$ cat src/assert_macros.svh
// Assertion macros used by the top level of the polynomial evaluator.
// No dependencies; each macro expands to one labelled concurrent assertion.
`ifndef ASSERT_MACROS_SVH
`define ASSERT_MACROS_SVH

// The consequent must hold in the same cycle as the antecedent.
`define ASSERT_IMPLIES(lbl, clk, rst, pre, post) \
   lbl: assert property (@(posedge clk) disable iff (rst) (pre) |-> (post)) \
      else $error("assertion failed: same-cycle implication");

// The consequent must hold in the cycle after the antecedent.
`define ASSERT_NEXT(lbl, clk, rst, pre, post) \
   lbl: assert property (@(posedge clk) disable iff (rst) (pre) |=> (post)) \
      else $error("assertion failed: next-cycle implication");

`endif

$ cat src/cpe_ram.sv
// Generic single-port-write, single-port-read RAM with a registered read.
// No dependencies; holds the coefficient table of the evaluator.
module cpe_ram #(
   parameter int WIDTH = 64,
   parameter int DEPTH = 16
) (
   input  logic                                    clock,
   input  logic                                    wr_en,
   input  logic [((DEPTH > 1) ? $clog2(DEPTH) : 1)-1:0] wr_addr,
   input  logic [WIDTH-1:0]                        wr_data,
   input  logic                                    rd_en,
   input  logic [((DEPTH > 1) ? $clog2(DEPTH) : 1)-1:0] rd_addr,
   output logic [WIDTH-1:0]                        rd_data
);

   logic [WIDTH-1:0] mem_ff [DEPTH];
   logic [WIDTH-1:0] rd_data_ff;

   // Write port.
   always_ff @(posedge clock) begin
      if (wr_en) begin
         mem_ff[wr_addr] <= wr_data;
      end
   end

   // Read port; the data holds until the next read.
   always_ff @(posedge clock) begin
      if (rd_en) begin
         rd_data_ff <= mem_ff[rd_addr];
      end
   end

   assign rd_data = rd_data_ff;

endmodule

$ cat config.mk
export PLATFORM = sky130hd
export DESIGN_NAME = cpe_ram
export DESIGN_NICKNAME = d
export VERILOG_FILES = /design/src/assert_macros.svh /design/src/cpe_ram.sv
export SDC_FILE = /design/constraint.sdc
export NUM_CORES = 1
export LEC_CHECK = 0
export ABC_AREA = 1
export ABC_CLOCK_PERIOD_IN_PS = 3600
export BUFFER_PORTS_ARGS = -buffer_cell sky130_fd_sc_hd__clkbuf_2
export CAP_MARGIN = 30
export CELL_PAD_IN_SITES_DETAIL_PLACEMENT = 1
export CELL_PAD_IN_SITES_GLOBAL_PLACEMENT = 1
export CORE_ASPECT_RATIO = 1.4
export CORE_UTILIZATION = 45
export DETAILED_ROUTE_END_ITERATION = 10
export PLACE_DENSITY_LB_ADDON = 0.12
export RECOVER_POWER = 25
export SYNTH_ARGS = -nofsm -noshare
export SYNTH_HDL_FRONTEND = slang
export SYNTH_SLANG_ARGS = --single-unit
$ cat constraint.sdc
create_clock -name clock -period 3.6 [get_ports clock]
set_input_delay 0.18 -clock clock [delete_from_list [all_inputs] [get_ports clock]]
set_output_delay 0.18 -clock clock [all_outputs]
set_load 0.005 [all_outputs]
==> metrics.yaml <==
hold_viol_final: 0
crit_path_end_kind: "flip-flop"
clkLatencyLatePin_ps: 700
grt_pass1_wl_mm: 193
max_cap_viol_count: 1
crit_path_max_fanout: 167
ys_types: 14
rr_worst_depth: 6
min_to: "rd_data[12]"
min_from: "rd_addr[2]"
synthFlopType: "edfxtp_1"
clk_pin_slew_ps: 60
clockBufferDepth: 3
area_growth_pct: 13.3
die_x_um: 272
yosysTopAreaCellShare_pct: 71.1
fin_ws_ps: 2000
drive_gt1_share_pct: 7.37
syn_area_um2: 45900
irDropWorstVdd_mv: 0.440
total_power_w: 0.0270
r2r_start: "mem_ff[1][25]"
synth_most_common_cell: "nand2_1"
worstSetupPathType: "primary input to flip-flop"
final.min_clock_period_ps: 1600
synthTopCellsByArea: "edfxtp_1, nand2_1, nand3_1"
detail_route.wl_per_cell_um: 21.9
grt_pass1_vias: 32100
drtIter0Drc: 1918
overflow: 0
worst-r2r-setup-slack_ps: 2300
viasPerCell: 5.20
slew_headroom_pct: -27.4
fp.coreArea_um2: 101000
finalCritPeriodShare_pct: 44.5
synth_area_leader_cell: "edfxtp_1"
fmax_mhz: 624
rsz0062_at_grt: "no"
ctsRootBufferMaster: "clkbuf_16"
start_util_pct: 45.4
finalMaxSlewViolations: 40
drt-total-wl_mm: 127
ys_ff_latch: 1088
synth_common_cells: "nand2_1, edfxtp_1, inv_1"
row_count: 138
firstDrtPassIters: 5
syn_inst: 4210
h-tree-depth: 3
setup-tns-final_ps: 0
synth_edf_count: 1088
numClockSinks: 1088
setup_viol: 0
dieArea_um2: 103000
nNetsFinal: 4449
timing.critical_path.from_type: "primary input"
power.density_nw_per_um2: 520
hold_path_class: "primary input to flip-flop"
critical_path_arrival_ps: 2050
drc: 0
async_reset_ff_share_pct: 0
portBuffers: 138
grt_usage_pct: 24.8
antenna_found_initial: 2
synth_fp_nets: 4285
p_leak_nw: 21.8
status: "finished, violations left"
grt_max_degree: 168
vias: 30200
die_h_um: 380
avgSynthCellArea_um2: 10.9
cts_tree: "built"
violations: "max-capacitance violations, max-slew violations"
pre_cts_slack_ps: 1280
finalClockSkew_ps: 16.1
tightest_slew_ps: 1910
hpwl_mm: 63.8
crit_required_ps: 4050
hold_depth: 4
drtAntennaViolNets: 0
post_cts_buffers: 0
gp_congestion: 0.731
pin_count: 139
r2r-end: "rd_data[25]"
yosysWarnings: 0
seq_area_frac_synth_pct: 71.1
numCtsBuffers: 109
-- stage by stage --
step | instance area [um^2] | cells | util [%] | hold slack (ps)
2_1_floorplan | 45900 | 4210 | - | 279
3_3_place_gp | 48000 | 5528 | 47.5 | 580
3_5_place_dp | 48100 | 5529 | 47.5 | 581
4_1_cts | 52100 | 5794 | 51.5 | 61.7
5_1_grt | 52000 | 5795 | 51.4 | 139
6_report | 52000 | 5796 | 51.4 | 88.4
-- power by group --
part	switching (W)	leakage (nW)	internal (W)	total, W
clock network	0.00487	1.66	0.00611	0.0110
logic	0.00121	10.2	0.000480	0.00169
registers	0.0000912	9.88	0.0143	0.0144
-- cell usage in the layout (no fill, tap or decap), drive strengths merged --
master          n
nand2        1349
edfxtp       1088
inv           778
nand3         769
clkbuf        263
buf            66
dlygate4sd3    64
clkinv         58
nor2           17
bufinv          7
clkinvlp        3
diode           2
nand3b          2
-- worst max-delay path, cell delays in order --
cell and delay, ps:
buf_8 250, clkinv_16 370, buf_4 510, nand2_1 140, nand2_1 60, nand2_1 70
nand3_1 120, nand3_1 110, nand2_1 70
-- registers in the layout (all words and copies together) (netlist names) --
register  count
mem_ff     1024
rd_data      64
-- layout make-up --
| cell class | count | area (um^2) |
|---|---|---|
| repair buffers | 264 | 2260 |
| well taps | 1330 | 1660 |
| clock buffers | 129 | 2850 |
| fillers | 10800 | 49200 |
| flip-flops and latches | 1088 | 32700 |
| inverters | 774 | 2950 |
| clock inverters | 72 | 520 |
| multi-input cells | 2137 | 9110 |
| diodes | 2 | 5.00 |
-- logic make-up (layout without fill, tap and decap cells) --
family                 count (synthesis)  in the layout  synth area share (%)
and+or+nand+nor                     2137           2137                  19.6
other                                  0              2                     0
buffers and inverters                985           1239                  9.28
DFF                                 1088           1088                  71.1
-- layer usage --
| layer | up-vias | part of all wire (%) | track usage, % |
|---|---|---|---|
| met3 | 173 | 3.2 | 2.51 |
| met2 | 558 | 51 | 44.1 |
| met4 | 2 | 2.2 | 7.11 |
| met1 | 15400 | 43 | 32.0 |
| li1 | 14000 | - | - |
| met5 | - | 0.010 | 0 |
-- how the worst max path moves through the flow --
stage,slack (ps),from,to
floorplan,40,wr_addr[2],mem_ff[10][0]
global placement,1310,rd_addr[0],rd_data[61]
detailed placement,1280,wr_addr[2],mem_ff[10][52]
CTS,2020,rd_data[22],rd_data[22]
global route,1850,rd_addr[0],rd_data[9]
finish,2000,rd_addr[0],rd_data[10]
-- what timing repair did --
item,in CTS,in global routing
gates resized for setup,0,0
hold endpoints to repair,1024,0
hold buffers,64,0
Power figures use the tool's default switching activity.
